--- config.mk ---
export PLATFORM = sky130hd
export DESIGN_NAME = psg_tone_envelope_sound_mixer_flat
export DESIGN_NICKNAME = d
export VERILOG_FILES = /design/src/sv/psgm_pkg.sv /design/src/sv/psgm_if.sv /design/src/sv/psg_tone_envelope_sound_mixer.sv /design/src/flat_wrapper.sv
export SDC_FILE = /design/constraint.sdc
export NUM_CORES = 1
export LEC_CHECK = 0
export ABC_AREA = 1
export ABC_CLOCK_PERIOD_IN_PS = 7500
export BUFFER_PORTS_ARGS = -buffer_cell sky130_fd_sc_hd__buf_2
export CAP_MARGIN = 20
export CORE_AREA = 2 2 222 181
export DETAILED_ROUTE_END_ITERATION = 8
export DIE_AREA = 0 0 224 183
export PLACE_DENSITY = 0.76
export SETUP_SLACK_MARGIN = 0.2
export SYNTH_ARGS = -nofsm -noshare
export SYNTH_HDL_FRONTEND = slang
export SYNTH_SLANG_ARGS = --single-unit
--- constraint.sdc ---
create_clock -name clk -period 7.5 [get_ports clk]
set_input_delay 1.125 -clock clk [delete_from_list [all_inputs] [get_ports clk]]
set_output_delay 1.125 -clock clk [all_outputs]
set_load 0.05 [all_outputs]
--- src/sv/psgm_pkg.sv ---
// ----------------------------------------------------------------------------
// psgm_pkg : shared types and constants of the PSG sound mixer
// Register indexes, envelope phase codes and fixed arithmetic constants.
// ----------------------------------------------------------------------------
package psgm_pkg;

    // configuration register indexes
    localparam logic [2:0] CFG_MASTER_VOLUME = 3'd0;
    localparam logic [2:0] CFG_SAMPLE_PERIOD = 3'd1;
    localparam logic [2:0] CFG_WIDE_SAMPLES  = 3'd2;
    localparam logic [2:0] CFG_SAMPLE_OFFSET = 3'd3;
    localparam logic [2:0] CFG_PSG_ENABLE    = 3'd4;

    // item kinds
    localparam logic ACT_TIME  = 1'b0;
    localparam logic ACT_WRITE = 1'b1;

    // envelope phase codes
    localparam logic [2:0] ENV_IDLE  = 3'd0;
    localparam logic [2:0] ENV_START = 3'd2;
    localparam logic [2:0] ENV_FALL  = 3'd4;
    localparam logic [2:0] ENV_RISE  = 3'd5;

    // sound register indexes used at fixed places
    localparam logic [3:0] SR_NOISE_PERIOD = 4'd6;
    localparam logic [3:0] SR_MIXER        = 4'd7;
    localparam logic [3:0] SR_ENV_FINE     = 4'd11;
    localparam logic [3:0] SR_ENV_COARSE   = 4'd12;
    localparam logic [3:0] SR_ENV_SHAPE    = 4'd13;

    // reciprocal of 15 scaled by 2^19, exact for products below 4096
    localparam logic [15:0] RECIP_15       = 16'd34953;
    localparam int          RECIP_15_SHIFT = 19;

    localparam logic [9:0]  MIN_PERIOD     = 10'd4;
    localparam logic [11:0] ACC_CEILING    = 12'd2047;

    typedef logic [7:0] byte_t;

endpackage

--- src/sv/psgm_if.sv ---
// ----------------------------------------------------------------------------
// psgm_if : channel interfaces of the PSG sound mixer
// Item, result and configuration channels, each with valid and ready.
// ----------------------------------------------------------------------------
interface psgm_item_if;
    logic       valid;
    logic       ready;
    logic       action;
    logic [7:0] elapsed_tstates;
    logic       beeper_bit;
    logic [3:0] reg_address;
    logic [7:0] reg_data;

    modport source (output valid, action, elapsed_tstates, beeper_bit, reg_address,
                    reg_data, input ready);
    modport sink   (input valid, action, elapsed_tstates, beeper_bit, reg_address,
                    reg_data, output ready);
endinterface

interface psgm_result_if;
    logic        valid;
    logic        ready;
    logic [15:0] sample;
    logic        last_sample;

    modport source (output valid, sample, last_sample, input ready);
    modport sink   (input valid, sample, last_sample, output ready);
endinterface

interface psgm_cfg_if;
    logic       valid;
    logic       ready;
    logic [2:0] index;
    logic [9:0] data;

    modport source (output valid, index, data, input ready);
    modport sink   (input valid, index, data, output ready);
endinterface

--- src/sv/psg_tone_envelope_sound_mixer.sv ---
// ----------------------------------------------------------------------------
// psg_tone_envelope_sound_mixer : three-tone PSG with noise, envelope, beeper
// Sound register file, tone and noise generators, envelope and sample mixer
// run by one small sequencer over a tone step unit shared by the tone channels.
// ----------------------------------------------------------------------------
// A register write item is taken in the idle state. A time item runs through
// set-up, the envelope step, one tone tick per TONE_PRESCALE tstates carried
// (each tick steps the three tone channels through the shared step unit and
// then the noise), a check that finds no further tick, the channel volumes
// when any tick occurred (multiply, then reciprocal scale, per channel), the
// mixer sum, then one sample per cycle while the output register is free,
// and a closing step. With the PSG disabled the envelope, tone and volume
// steps are skipped. A time item is held up for as long as the receiver
// holds a sample back. The item channel is ready only between items; the
// last sample of one item may still wait in the output register when the
// next item is taken.
// ----------------------------------------------------------------------------
module psg_tone_envelope_sound_mixer #(
    parameter int MAX_SAMPLES_PER_ITEM = 64,
    parameter int TONE_PRESCALE        = 16
) (
    input  logic             clk,
    input  logic             rst_n,
    psgm_item_if.sink        item,
    psgm_result_if.source    result,
    psgm_cfg_if.sink         cfg
);

    localparam int N_W    = $clog2(MAX_SAMPLES_PER_ITEM + 1);
    localparam int TACC_W = $clog2(TONE_PRESCALE + 256);

    localparam logic [N_W-1:0]    N_MAX  = N_W'(MAX_SAMPLES_PER_ITEM);
    localparam logic [N_W-1:0]    N_LAST = N_W'(MAX_SAMPLES_PER_ITEM - 1);
    localparam logic [TACC_W-1:0] PRESC  = TACC_W'(TONE_PRESCALE);

    localparam int SR_NOISE_PERIOD_IDX = int'(psgm_pkg::SR_NOISE_PERIOD);
    localparam int SR_MIXER_IDX        = int'(psgm_pkg::SR_MIXER);
    localparam int SR_ENV_FINE_IDX     = int'(psgm_pkg::SR_ENV_FINE);
    localparam int SR_ENV_COARSE_IDX   = int'(psgm_pkg::SR_ENV_COARSE);
    localparam int SR_ENV_SHAPE_IDX    = int'(psgm_pkg::SR_ENV_SHAPE);

    // sequencer states
    localparam logic [2:0] ST_IDLE = 3'd0;
    localparam logic [2:0] ST_ENV  = 3'd1;
    localparam logic [2:0] ST_TONE = 3'd2;
    localparam logic [2:0] ST_VOLP = 3'd3;
    localparam logic [2:0] ST_VOLD = 3'd4;
    localparam logic [2:0] ST_MIXP = 3'd5;
    localparam logic [2:0] ST_SAMP = 3'd6;

    logic [2:0]          state_reg, state_next;
    psgm_pkg::byte_t     sr_reg [16];
    psgm_pkg::byte_t     sr_next [16];
    logic [8:0]          env_acc_reg, env_acc_next;
    logic                env_pend_reg, env_pend_next;
    logic [TACC_W-1:0]   tone_acc_reg, tone_acc_next;
    logic [10:0]         tone_cnt_reg [3];
    logic [10:0]         tone_cnt_next [3];
    logic [2:0]          tone_lvl_reg, tone_lvl_next;
    logic [4:0]          noise_cnt_reg, noise_cnt_next;
    logic                noise_lvl_reg, noise_lvl_next;
    logic [15:0]         lfsr_reg, lfsr_next;
    logic [15:0]         env_cnt_reg, env_cnt_next;
    logic [3:0]          env_lvl_reg, env_lvl_next;
    logic [2:0]          env_phase_reg, env_phase_next;
    psgm_pkg::byte_t     vol_reg [3];
    psgm_pkg::byte_t     vol_next [3];
    logic [7:0]          beep_lvl_reg, beep_lvl_next;
    logic [11:0]         samp_acc_reg, samp_acc_next;
    logic [7:0]          mv_reg, mv_next;
    logic [9:0]          sp_reg, sp_next;
    logic                wide_reg, wide_next;
    logic [7:0]          off_reg, off_next;
    logic                psg_en_reg, psg_en_next;
    logic                beep_bit_reg, beep_bit_next;
    logic [1:0]          ch_reg, ch_next;
    logic                ticked_reg, ticked_next;
    logic [11:0]         prod_reg, prod_next;
    logic [10:0]         psg_sum_reg, psg_sum_next;
    logic [N_W-1:0]      n_reg, n_next;
    logic [9:0]          period_reg, period_next;
    logic                out_valid_reg, out_valid_next;
    logic [15:0]         out_sample_reg, out_sample_next;
    logic                out_last_reg, out_last_next;

    // 16-bit value modulo 3 by folding base-4 digits
    function automatic logic [1:0] mod3_16(input logic [15:0] v);
        logic [4:0] s;
        logic [2:0] t;
        logic [2:0] u;
        s = 5'(v[1:0]) + 5'(v[3:2]) + 5'(v[5:4]) + 5'(v[7:6])
          + 5'(v[9:8]) + 5'(v[11:10]) + 5'(v[13:12]) + 5'(v[15:14]);
        t = 3'(s[1:0]) + 3'(s[3:2]) + 3'(s[4]);
        u = 3'(t[1:0]) + 3'(t[2]);
        return (u >= 3'd3) ? 2'(u - 3'd3) : u[1:0];
    endfunction

    // fixed level or envelope level of one channel
    function automatic logic [3:0] chan_level(input psgm_pkg::byte_t r,
                                              input logic [3:0] env);
        return r[4] ? env : r[3:0];
    endfunction

    assign item.ready    = (state_reg == ST_IDLE);
    assign cfg.ready     = 1'b1;
    assign result.valid       = out_valid_reg;
    assign result.sample      = out_sample_reg;
    assign result.last_sample = out_last_reg;

    // next-state logic of the whole sequencer
    always_comb
    begin
        logic [8:0]        env_sum;
        logic [11:0]       cur_period;
        logic [10:0]       cur_cnt;
        logic [10:0]       new_cnt;
        logic              cur_lvl;
        logic              new_lvl;
        logic [4:0]        np;
        logic              fb;
        logic [15:0]       lfsr_new;
        logic [5:0]        nc;
        logic [3:0]        shape;
        logic signed [5:0] lvl;
        logic [2:0]        ph;
        psgm_pkg::byte_t   vreg;
        logic [27:0]       scaled;
        logic [6:0]        step;
        logic [8:0]        b_up;
        logic [7:0]        beep_new;
        logic [11:0]       value;
        logic [7:0]        sbyte;
        logic [11:0]       acc_after;
        psgm_pkg::byte_t   mix;

        state_next      = state_reg;
        sr_next         = sr_reg;
        env_acc_next    = env_acc_reg;
        env_pend_next   = env_pend_reg;
        tone_acc_next   = tone_acc_reg;
        tone_cnt_next   = tone_cnt_reg;
        tone_lvl_next   = tone_lvl_reg;
        noise_cnt_next  = noise_cnt_reg;
        noise_lvl_next  = noise_lvl_reg;
        lfsr_next       = lfsr_reg;
        env_cnt_next    = env_cnt_reg;
        env_lvl_next    = env_lvl_reg;
        env_phase_next  = env_phase_reg;
        vol_next        = vol_reg;
        beep_lvl_next   = beep_lvl_reg;
        samp_acc_next   = samp_acc_reg;
        mv_next         = mv_reg;
        sp_next         = sp_reg;
        wide_next       = wide_reg;
        off_next        = off_reg;
        psg_en_next     = psg_en_reg;
        beep_bit_next   = beep_bit_reg;
        ch_next         = ch_reg;
        ticked_next     = ticked_reg;
        prod_next       = prod_reg;
        psg_sum_next    = psg_sum_reg;
        n_next          = n_reg;
        period_next     = period_reg;
        out_valid_next  = out_valid_reg & ~result.ready;
        out_sample_next = out_sample_reg;
        out_last_next   = out_last_reg;

        env_sum    = env_acc_reg + 9'(item.elapsed_tstates);
        cur_period = '0;
        cur_cnt    = '0;
        cur_lvl    = 1'b0;
        new_cnt    = '0;
        new_lvl    = 1'b0;
        np         = sr_reg[SR_NOISE_PERIOD_IDX][4:0];
        fb         = lfsr_reg[0] ^ lfsr_reg[2] ^ lfsr_reg[3] ^ lfsr_reg[5];
        lfsr_new   = {fb, lfsr_reg[15:1]};
        nc         = 6'((7'(np) + 7'(mod3_16(lfsr_new))) >> 1);
        shape      = sr_reg[SR_ENV_SHAPE_IDX][3:0];
        lvl        = 6'(signed'({2'b00, env_lvl_reg}));
        ph         = env_phase_reg;
        vreg       = '0;
        scaled     = 28'(prod_reg) * 28'(psgm_pkg::RECIP_15);
        step       = period_reg[9:3];
        b_up       = 9'(beep_lvl_reg) + 9'(step);
        beep_new   = '0;
        value      = '0;
        sbyte      = '0;
        acc_after  = samp_acc_reg - 12'(period_reg);
        mix        = sr_reg[SR_MIXER_IDX];

        // configuration writes
        if (cfg.valid)
        begin
            unique case (cfg.index)
                psgm_pkg::CFG_MASTER_VOLUME: mv_next     = cfg.data[7:0];
                psgm_pkg::CFG_SAMPLE_PERIOD: sp_next     = cfg.data;
                psgm_pkg::CFG_WIDE_SAMPLES:  wide_next   = cfg.data[0];
                psgm_pkg::CFG_SAMPLE_OFFSET: off_next    = cfg.data[7:0];
                psgm_pkg::CFG_PSG_ENABLE:    psg_en_next = cfg.data[0];
                default: ;
            endcase
        end

        unique case (state_reg)
            // take an item: write a register, or set up a time advance
            ST_IDLE:
            begin
                if (item.valid)
                begin
                    if (item.action == psgm_pkg::ACT_WRITE)
                    begin
                        sr_next[item.reg_address] = item.reg_data;
                        if (item.reg_address == psgm_pkg::SR_ENV_SHAPE)
                        begin
                            env_phase_next = psgm_pkg::ENV_START;
                            env_cnt_next   = '0;
                        end
                    end
                    else
                    begin
                        samp_acc_next = samp_acc_reg + 12'(item.elapsed_tstates);
                        period_next   = (sp_reg < psgm_pkg::MIN_PERIOD) ?
                                        psgm_pkg::MIN_PERIOD : sp_reg;
                        beep_bit_next = item.beeper_bit;
                        ch_next       = '0;
                        ticked_next   = 1'b0;
                        n_next        = '0;
                        if (psg_en_reg)
                        begin
                            env_pend_next = env_sum[8];
                            env_acc_next  = {1'b0, env_sum[7:0]};
                            tone_acc_next = tone_acc_reg + TACC_W'(item.elapsed_tstates);
                            state_next    = ST_ENV;
                        end
                        else
                        begin
                            state_next = ST_MIXP;
                        end
                    end
                end
            end

            // advance the envelope by at most one step
            ST_ENV:
            begin
                if (env_pend_reg)
                begin
                    if (sr_reg[SR_ENV_FINE_IDX] == 8'd0 && sr_reg[SR_ENV_COARSE_IDX] == 8'd0)
                    begin
                        env_lvl_next = 4'd15;
                    end
                    else if (env_cnt_reg != 16'd0)
                    begin
                        env_cnt_next = env_cnt_reg - 16'd1;
                    end
                    else
                    begin
                        env_cnt_next = {sr_reg[SR_ENV_COARSE_IDX], sr_reg[SR_ENV_FINE_IDX]};
                        if (ph[1])
                        begin
                            if (shape < 4'd4 || (shape >= 4'd8 && shape <= 4'd11))
                            begin
                                ph  = psgm_pkg::ENV_FALL;
                                lvl = 6'sd16;
                            end
                            else
                            begin
                                ph  = psgm_pkg::ENV_RISE;
                                lvl = -6'sd1;
                            end
                        end
                        if (ph[2])
                        begin
                            unique case (shape)
                                4'd0, 4'd1, 4'd2, 4'd3, 4'd9:
                                begin
                                    lvl = lvl - 6'sd1;
                                    if (lvl <= 6'sd0)
                                    begin
                                        lvl = 6'sd0;
                                        ph  = psgm_pkg::ENV_IDLE;
                                    end
                                end
                                4'd4, 4'd5, 4'd6, 4'd7, 4'd15:
                                begin
                                    lvl = lvl + 6'sd1;
                                    if (lvl >= 6'sd16)
                                    begin
                                        lvl = 6'sd0;
                                        ph  = psgm_pkg::ENV_IDLE;
                                    end
                                end
                                4'd8:
                                begin
                                    lvl = lvl - 6'sd1;
                                    if (lvl < 6'sd0)
                                        lvl = 6'sd15;
                                end
                                4'd10, 4'd14:
                                begin
                                    if (ph[0])
                                        lvl = lvl + 6'sd1;
                                    else
                                        lvl = lvl - 6'sd1;
                                    if (lvl >= 6'sd16)
                                    begin
                                        lvl = 6'sd14;
                                        ph  = psgm_pkg::ENV_FALL;
                                    end
                                    if (lvl < 6'sd0)
                                    begin
                                        lvl = 6'sd1;
                                        ph  = psgm_pkg::ENV_RISE;
                                    end
                                end
                                4'd11:
                                begin
                                    lvl = lvl - 6'sd1;
                                    if (lvl < 6'sd0)
                                    begin
                                        lvl = 6'sd15;
                                        ph  = psgm_pkg::ENV_IDLE;
                                    end
                                end
                                4'd12:
                                begin
                                    lvl = lvl + 6'sd1;
                                    if (lvl >= 6'sd16)
                                        lvl = 6'sd0;
                                end
                                4'd13:
                                begin
                                    lvl = lvl + 6'sd1;
                                    if (lvl >= 6'sd15)
                                    begin
                                        lvl = 6'sd15;
                                        ph  = psgm_pkg::ENV_IDLE;
                                    end
                                end
                            endcase
                        end
                        if (lvl < 6'sd0)
                            lvl = 6'sd0;
                        if (lvl > 6'sd15)
                            lvl = 6'sd15;
                        env_lvl_next   = lvl[3:0];
                        env_phase_next = ph;
                    end
                end
                env_pend_next = 1'b0;
                state_next    = ST_TONE;
            end

            // one tone channel or the noise generator per cycle
            ST_TONE:
            begin
                unique case (ch_reg)
                    2'd0:
                    begin
                        cur_period = {sr_reg[1][3:0], sr_reg[0]};
                        cur_cnt    = tone_cnt_reg[0];
                        cur_lvl    = tone_lvl_reg[0];
                    end
                    2'd1:
                    begin
                        cur_period = {sr_reg[3][3:0], sr_reg[2]};
                        cur_cnt    = tone_cnt_reg[1];
                        cur_lvl    = tone_lvl_reg[1];
                    end
                    2'd2:
                    begin
                        cur_period = {sr_reg[5][3:0], sr_reg[4]};
                        cur_cnt    = tone_cnt_reg[2];
                        cur_lvl    = tone_lvl_reg[2];
                    end
                    default: ;
                endcase

                // shared tone step: count down, toggle and reload at zero; a zero period keeps the level low
                if (cur_period == 12'd0)
                begin
                    new_cnt = cur_cnt;
                    new_lvl = 1'b0;
                end
                else if (cur_cnt != 11'd0)
                begin
                    new_cnt = cur_cnt - 11'd1;
                    new_lvl = cur_lvl;
                end
                else
                begin
                    new_cnt = cur_period[11:1];
                    new_lvl = ~cur_lvl;
                end

                if (ch_reg == 2'd0 && tone_acc_reg < PRESC)
                begin
                    ch_next    = '0;
                    state_next = ticked_reg ? ST_VOLP : ST_MIXP;
                end
                else
                begin
                    unique case (ch_reg)
                        2'd0:
                        begin
                            tone_acc_next    = tone_acc_reg - PRESC;
                            ticked_next      = 1'b1;
                            tone_cnt_next[0] = new_cnt;
                            tone_lvl_next[0] = new_lvl;
                            ch_next          = 2'd1;
                        end
                        2'd1:
                        begin
                            tone_cnt_next[1] = new_cnt;
                            tone_lvl_next[1] = new_lvl;
                            ch_next          = 2'd2;
                        end
                        2'd2:
                        begin
                            tone_cnt_next[2] = new_cnt;
                            tone_lvl_next[2] = new_lvl;
                            ch_next          = 2'd3;
                        end
                        default:
                        begin
                            // noise: reload from the LFSR with jitter
                            if (np == 5'd0)
                            begin
                                noise_lvl_next = 1'b0;
                            end
                            else if (noise_cnt_reg != 5'd0)
                            begin
                                noise_cnt_next = noise_cnt_reg - 5'd1;
                            end
                            else
                            begin
                                lfsr_next      = lfsr_new;
                                noise_lvl_next = ~noise_lvl_reg;
                                noise_cnt_next = (nc > 6'd16) ? 5'd16 : nc[4:0];
                            end
                            ch_next = 2'd0;
                        end
                    endcase
                end
            end

            // channel volume, step one: level times full scale
            ST_VOLP:
            begin
                unique case (ch_reg)
                    2'd0:    vreg = sr_reg[8];
                    2'd1:    vreg = sr_reg[9];
                    default: vreg = sr_reg[10];
                endcase
                prod_next  = 12'(chan_level(vreg, env_lvl_reg)) * 12'(mv_reg);
                state_next = ST_VOLD;
            end

            // channel volume, step two: divide by fifteen
            ST_VOLD:
            begin
                unique case (ch_reg)
                    2'd0:    vol_next[0] = scaled[psgm_pkg::RECIP_15_SHIFT +: 8];
                    2'd1:    vol_next[1] = scaled[psgm_pkg::RECIP_15_SHIFT +: 8];
                    default: vol_next[2] = scaled[psgm_pkg::RECIP_15_SHIFT +: 8];
                endcase
                if (ch_reg == 2'd2)
                begin
                    ch_next    = '0;
                    state_next = ST_MIXP;
                end
                else
                begin
                    ch_next    = ch_reg + 2'd1;
                    state_next = ST_VOLP;
                end
            end

            // sum the enabled tone and noise contributions once per item
            ST_MIXP:
            begin
                psg_sum_next = '0;
                if (psg_en_reg)
                begin
                    psg_sum_next =
                          ((tone_lvl_reg[0] && !mix[0]) ? 11'(vol_reg[0]) : 11'd0)
                        + ((tone_lvl_reg[1] && !mix[1]) ? 11'(vol_reg[1]) : 11'd0)
                        + ((tone_lvl_reg[2] && !mix[2]) ? 11'(vol_reg[2]) : 11'd0)
                        + ((noise_lvl_reg && !mix[3]) ? 11'(vol_reg[0]) : 11'd0)
                        + ((noise_lvl_reg && !mix[4]) ? 11'(vol_reg[1]) : 11'd0)
                        + ((noise_lvl_reg && !mix[5]) ? 11'(vol_reg[2]) : 11'd0);
                end
                state_next = ST_SAMP;
            end

            // emit one sample per cycle while the output register is free
            ST_SAMP:
            begin
                if (samp_acc_reg >= 12'(period_reg) && n_reg < N_MAX)
                begin
                    if (!out_valid_reg || result.ready)
                    begin
                        if (beep_bit_reg)
                            beep_new = (b_up > 9'(mv_reg)) ? mv_reg : b_up[7:0];
                        else
                            beep_new = (beep_lvl_reg >= 8'(step)) ?
                                       (beep_lvl_reg - 8'(step)) : 8'd0;
                        value           = 12'(beep_new) + 12'(psg_sum_reg);
                        sbyte           = ((value > 12'd255) ? 8'd255 : value[7:0]) - off_reg;
                        beep_lvl_next   = beep_new;
                        out_sample_next = wide_reg ? {sbyte, 8'h00} : {8'h00, sbyte};
                        out_last_next   = (acc_after < 12'(period_reg)) || (n_reg == N_LAST);
                        out_valid_next  = 1'b1;
                        samp_acc_next   = acc_after;
                        n_next          = n_reg + N_W'(1);
                    end
                end
                else
                begin
                    samp_acc_next = (samp_acc_reg > psgm_pkg::ACC_CEILING) ?
                                    psgm_pkg::ACC_CEILING : samp_acc_reg;
                    state_next    = ST_IDLE;
                end
            end

            default: state_next = ST_IDLE;
        endcase
    end

    // hold all state that has a reset
    always_ff @(posedge clk or negedge rst_n)
    begin
        if (!rst_n)
        begin
            state_reg     <= ST_IDLE;
            for (int i = 0; i < 16; i++)
                sr_reg[i] <= '0;
            env_acc_reg   <= '0;
            env_pend_reg  <= 1'b0;
            tone_acc_reg  <= '0;
            for (int i = 0; i < 3; i++)
            begin
                tone_cnt_reg[i] <= '0;
                vol_reg[i]      <= '0;
            end
            tone_lvl_reg  <= '0;
            noise_cnt_reg <= '0;
            noise_lvl_reg <= 1'b0;
            lfsr_reg      <= 16'd1;
            env_cnt_reg   <= '0;
            env_lvl_reg   <= 4'd15;
            env_phase_reg <= psgm_pkg::ENV_IDLE;
            beep_lvl_reg  <= '0;
            samp_acc_reg  <= '0;
            mv_reg        <= 8'd128;
            sp_reg        <= 10'd79;
            wide_reg      <= 1'b0;
            off_reg       <= 8'd128;
            psg_en_reg    <= 1'b1;
            beep_bit_reg  <= 1'b0;
            ch_reg        <= '0;
            ticked_reg    <= 1'b0;
            n_reg         <= '0;
            period_reg    <= psgm_pkg::MIN_PERIOD;
            out_valid_reg <= 1'b0;
        end
        else
        begin
            state_reg     <= state_next;
            sr_reg        <= sr_next;
            env_acc_reg   <= env_acc_next;
            env_pend_reg  <= env_pend_next;
            tone_acc_reg  <= tone_acc_next;
            tone_cnt_reg  <= tone_cnt_next;
            vol_reg       <= vol_next;
            tone_lvl_reg  <= tone_lvl_next;
            noise_cnt_reg <= noise_cnt_next;
            noise_lvl_reg <= noise_lvl_next;
            lfsr_reg      <= lfsr_next;
            env_cnt_reg   <= env_cnt_next;
            env_lvl_reg   <= env_lvl_next;
            env_phase_reg <= env_phase_next;
            beep_lvl_reg  <= beep_lvl_next;
            samp_acc_reg  <= samp_acc_next;
            mv_reg        <= mv_next;
            sp_reg        <= sp_next;
            wide_reg      <= wide_next;
            off_reg       <= off_next;
            psg_en_reg    <= psg_en_next;
            beep_bit_reg  <= beep_bit_next;
            ch_reg        <= ch_next;
            ticked_reg    <= ticked_next;
            n_reg         <= n_next;
            period_reg    <= period_next;
            out_valid_reg <= out_valid_next;
        end
    end

    // payload registers
    always_ff @(posedge clk)
    begin
        prod_reg       <= prod_next;
        psg_sum_reg    <= psg_sum_next;
        out_sample_reg <= out_sample_next;
        out_last_reg   <= out_last_next;
    end

    // sample time left over between items stays within its ceiling
    a_acc_ceiling: assert property (@(posedge clk) disable iff (!rst_n)
        (state_reg == ST_IDLE) |-> (samp_acc_reg <= psgm_pkg::ACC_CEILING))
        else $error("sample time accumulator above ceiling between items");

    // tone prescaler is fully drained between items
    a_tone_drained: assert property (@(posedge clk) disable iff (!rst_n)
        (state_reg == ST_IDLE) |-> (tone_acc_reg < PRESC))
        else $error("tone prescaler not drained");

    // never more samples than the cap for one item
    a_sample_cap: assert property (@(posedge clk) disable iff (!rst_n)
        n_reg <= N_MAX)
        else $error("sample count beyond cap");

    // a new sample is loaded only into a free output register
    a_no_overwrite: assert property (@(posedge clk) disable iff (!rst_n)
        (out_valid_reg && !result.ready) |=> (out_valid_reg && $stable(out_sample_reg)))
        else $error("pending sample overwritten");

endmodule

--- src/flat_wrapper.sv ---
// flat-port wrapper written by rule: the top's interface ports become plain ports
module psg_tone_envelope_sound_mixer_flat 
#(
    parameter int MAX_SAMPLES_PER_ITEM = 64,
    parameter int TONE_PRESCALE        = 16
)
  (clk, rst_n, item_valid, item_action, item_elapsed_tstates, item_beeper_bit, item_reg_address, item_reg_data, item_ready, result_valid, result_sample, result_last_sample, result_ready, cfg_valid, cfg_index, cfg_data, cfg_ready);
  psgm_item_if item_i ();
  psgm_result_if result_i ();
  psgm_cfg_if cfg_i ();
  input  logic clk;
  input  logic rst_n;
  input wire logic [$bits(item_i.valid)-1:0] item_valid;
  input wire logic [$bits(item_i.action)-1:0] item_action;
  input wire logic [$bits(item_i.elapsed_tstates)-1:0] item_elapsed_tstates;
  input wire logic [$bits(item_i.beeper_bit)-1:0] item_beeper_bit;
  input wire logic [$bits(item_i.reg_address)-1:0] item_reg_address;
  input wire logic [$bits(item_i.reg_data)-1:0] item_reg_data;
  output wire logic [$bits(item_i.ready)-1:0] item_ready;
  output wire logic [$bits(result_i.valid)-1:0] result_valid;
  output wire logic [$bits(result_i.sample)-1:0] result_sample;
  output wire logic [$bits(result_i.last_sample)-1:0] result_last_sample;
  input wire logic [$bits(result_i.ready)-1:0] result_ready;
  input wire logic [$bits(cfg_i.valid)-1:0] cfg_valid;
  input wire logic [$bits(cfg_i.index)-1:0] cfg_index;
  input wire logic [$bits(cfg_i.data)-1:0] cfg_data;
  output wire logic [$bits(cfg_i.ready)-1:0] cfg_ready;
  assign item_i.valid = item_valid;
  assign item_i.action = item_action;
  assign item_i.elapsed_tstates = item_elapsed_tstates;
  assign item_i.beeper_bit = item_beeper_bit;
  assign item_i.reg_address = item_reg_address;
  assign item_i.reg_data = item_reg_data;
  assign item_ready = item_i.ready;
  assign result_valid = result_i.valid;
  assign result_sample = result_i.sample;
  assign result_last_sample = result_i.last_sample;
  assign result_i.ready = result_ready;
  assign cfg_i.valid = cfg_valid;
  assign cfg_i.index = cfg_index;
  assign cfg_i.data = cfg_data;
  assign cfg_ready = cfg_i.ready;
  psg_tone_envelope_sound_mixer #(.MAX_SAMPLES_PER_ITEM(MAX_SAMPLES_PER_ITEM), .TONE_PRESCALE(TONE_PRESCALE)) u_core (.clk(clk), .rst_n(rst_n), .item(item_i), .result(result_i), .cfg(cfg_i));
endmodule
==> results_dict.tcl <==
set metrics [dict create \
    clock-sinks 318 \
    grt_pass1_wl_um 94500 \
    synth_edf_count 40 \
    fill_cells 3318 \
    cp-start-kind "flip-flop" \
    finalSetupViolations 0 \
    period_share 0.879 \
    syn-num-nets 3271 \
    multiInputGateArea_mm2 0.0129 \
    min_from "u_core.tone_acc_reg[8]$_DFFE_PN0P_" \
    switching_share 0.503 \
    r2r_end "u_core.noise_cnt_reg[3]$_DFFE_PN0P_" \
    core_mm2 0.0388 \
    syn_to_final_growth_pct 7.79 \
    seqCellArea_mm2 0.00818 \
    cts-root-buf "clkbuf_16" \
    p_per_area_mw_per_mm2 482 \
    worst_path_largest_cell_delay_ns 0.54 \
    ioPinCount 60 \
    die_h_um 183 \
    r2r_cells 28 \
    syn_area_per_cell_um2 7.73 \
    max_slew.worst_pin.slew_ns 0.992 \
    hold_end "u_core.tone_acc_reg[8]$_DFFE_PN0P_" \
    synth_xor_area_frac 0.0282 \
    final_common_cell "nand2_1" \
    worstPathMaxFanout 4 \
    synthSimpleGateAreaFrac 0.257 \
    die_w_um 224 \
    grt-ovfl-total 0 \
    whs_path_depth 1 \
    initial_utilization 0.592 \
    groute.usage.overall 0.282 \
    ctsResizeCount 0 \
    clk_pin_slew_ns 0.06 \
    largest_register_ffs 82 \
    place.gp.congestion 0.925 \
    synth_top_family_by_area "simple AND/OR/NAND/NOR gates" \
    clock_power_share 0.142 \
    final_nets 3315 \
    cpMostUsedCell "fa_1" \
    synthArstFlopShare 0.874 \
    wl_um 55900 \
    synth_cell_types 61 \
    via_per_inst 5.60 \
    critPathCaptureType "flip-flop" \
    cap_viol_max_count 0 \
    cts_tree "built" \
    cts_hold_buf 0 \
    rrSetupSlack_ns 0.91 \
    route.detailed.drc 0 \
    syn_inst 2972 \
    die_area_mm2 0.0410 \
    critPathKind "reg2reg" \
    finalMaxSlewViolations 0 \
    power.internal_mw 5.93 \
    p_sw_mw 6.00 \
    cp.arrival_ns 7.01 \
    peakVddDrop_v 0.000223 \
    synth-main-ff-cell "dfrtp_1" \
    insertion_delay_ns 0.55 \
    worstPathRequired_ns 7.93 \
    muxShareOfSynthArea 0.000980 \
    cts_inserted_buffers 35 \
    max_freq_mhz 152 \
    htreeDepth 2 \
    ant_nets 0 \
    clock_tree.buffer_depth 3 \
    r2r-start "u_core.lfsr_reg[0]$_DFFE_PN1P_" \
    rsz0062_at_grt "false" \
    status "complete, no violations" \
    grt_max_degree 140 \
    synth_compound_area_frac 0.108 \
    rows 65 \
    finalCoreUtilization 0.638 \
    power_frac_seq 0.236 \
    combPwrFrac 0.622 \
    drt_iter0_markers 1602 \
    drtPass1Iterations 8 \
    final_cell_mix "nand2_1, inv_1, dfrtp_1, o21ai_0, nor2_1" \
    synth-seq-cells 318 \
    synthAdderAreaFrac 0.168 \
    hold_class "reg2reg" \
    slew_headroom 0.332 \
    port-buffer-count 58 \
    hold_viol 0 \
    drive_gt1_frac 0.0661 \
    slowest_stage "fa_1" \
    dp_hpwl_um 42800 \
    grt_pass1_vias 19200 \
    post_cts_buffers 0 \
    ys_seq_area_frac 0.356 \
    netlist_area_mm2 0.0230 \
    vias 19800 \
    synth_warnings 0 \
    fin_crit_ns 6.59 \
    skew_ns 0.0191 \
    post_drt_wl_per_cell_um 15.8 \
    fin_tns_setup_ns 0 \
    p_leak_nw 12.7 \
    antenna_found_initial 1 \
]
[power groups by stage]
stage	sequential [mW]	clock [mW]	combinational [mW]
floorplan	2.74	0	5.67
global placement	2.81	0	7.05
detailed placement	2.83	0	7.30
CTS	2.81	1.72	7.35
global route	2.89	1.80	8.49
finish	2.82	1.69	7.42
[cells in the mapped netlist, types with 12 or more instances]
master	instances	area (µm²)
xnor2_1	15	131
xor2_1	59	517
inv_1	393	1480
nor3_1	25	125
clkbuf_1	27	101
dfrtp_1	264	6610
o22ai_1	18	113
fa_1	81	1620
o21ai_1	12	60.1
ha_1	178	2230
o21ai_0	236	1180
a21oi_1	109	546
nor2_1	210	788
nand4_1	34	213
o211ai_1	12	90.1
nand2_1	870	3270
buf_2	15	75.1
nand3_1	201	1010
edfxtp_1	40	1200
dfstp_2	14	368
or2_2	13	81.3
[worst max path at each step]
| stage | start | end | slack [ns] |
|---|---|---|---|
| global route | u_core.period_reg[3]$_DFFE_PN0P_ | u_core.result.sample[7]$_SDFFCE_PP0P_ | 0.40 |
| floorplan | u_core.lfsr_reg[0]$_DFFE_PN1P_ | u_core.noise_cnt_reg[3]$_DFFE_PN0P_ | 1.25 |
| detailed placement | u_core.lfsr_reg[0]$_DFFE_PN1P_ | u_core.noise_cnt_reg[3]$_DFFE_PN0P_ | 0.91 |
| CTS | u_core.lfsr_reg[0]$_DFFE_PN1P_ | u_core.noise_cnt_reg[3]$_DFFE_PN0P_ | 0.91 |
| finish | u_core.lfsr_reg[0]$_DFFE_PN1P_ | u_core.noise_cnt_reg[3]$_DFFE_PN0P_ | 0.91 |
| global placement | u_core.lfsr_reg[0]$_DFFE_PN1P_ | u_core.noise_cnt_reg[3]$_DFFE_PN0P_ | 1.00 |
[per-layer routing]
layer / vias up / track usage / part of all wire
li1: 9691 / - / -
met1: 9475 / 0.412 / 0.48
met2: 590 / 0.447 / 0.45
met3: 85 / 0.0393 / 0.059
met4: 0 / 0.0688 / 0.019
met5: - / 0 / 0
[critical path: cells and delay by family (launching register included)]
family | cells | cell delay, ns
flip-flops | 1 | 0.53
adder cells (fa/ha/maj) | 10 | 4.05
AND/OR/NAND/NOR | 4 | 0.35
AO/OA/AOI/OAI | 5 | 0.66
XOR/XNOR | 3 | 0.49
buffers and inverters | 6 | 0.41
[logic make-up (layout without fill, tap and decap cells)]
family,count (synthesis),in the layout
AND/OR/NAND/NOR,1404,1404
buffers and inverters,463,533
AO/OA/AOI/OAI,451,451
flip-flops,318,318
adder cells (fa/ha/maj),259,259
XOR/XNOR,74,74
multiplexers,2,2
other,1,2
[per-stage QoR]
stage                     setup slack, ns  cell area (µm²)  hold WS [ns]  instances  total power, mW
after detailed placement            0.907            23600         0.462       3479             10.1
after CTS                           0.905            24700         0.470       3542             11.9
final                               0.911            24800         0.470       3545             11.9
after floorplan                      1.25            23000         0.442       2972             8.41
after global placement               1.00            23600         0.457       3478             9.86
after global routing                0.403            24800         0.490       3544             13.2
[final cells by class]
| type | count | share of cell area |
|---|---|---|
| antenna | 1 | 0.000101 |
| sequential | 318 | 0.330 |
| inverter | 401 | 0.0610 |
| tap | 502 | 0.0254 |
| clock buffer | 53 | 0.0414 |
| multi-input combinational | 2191 | 0.522 |
| timing repair buffer | 69 | 0.0164 |
| clock inverter | 10 | 0.00354 |
Note: power is estimated with default switching activity, not from simulation.
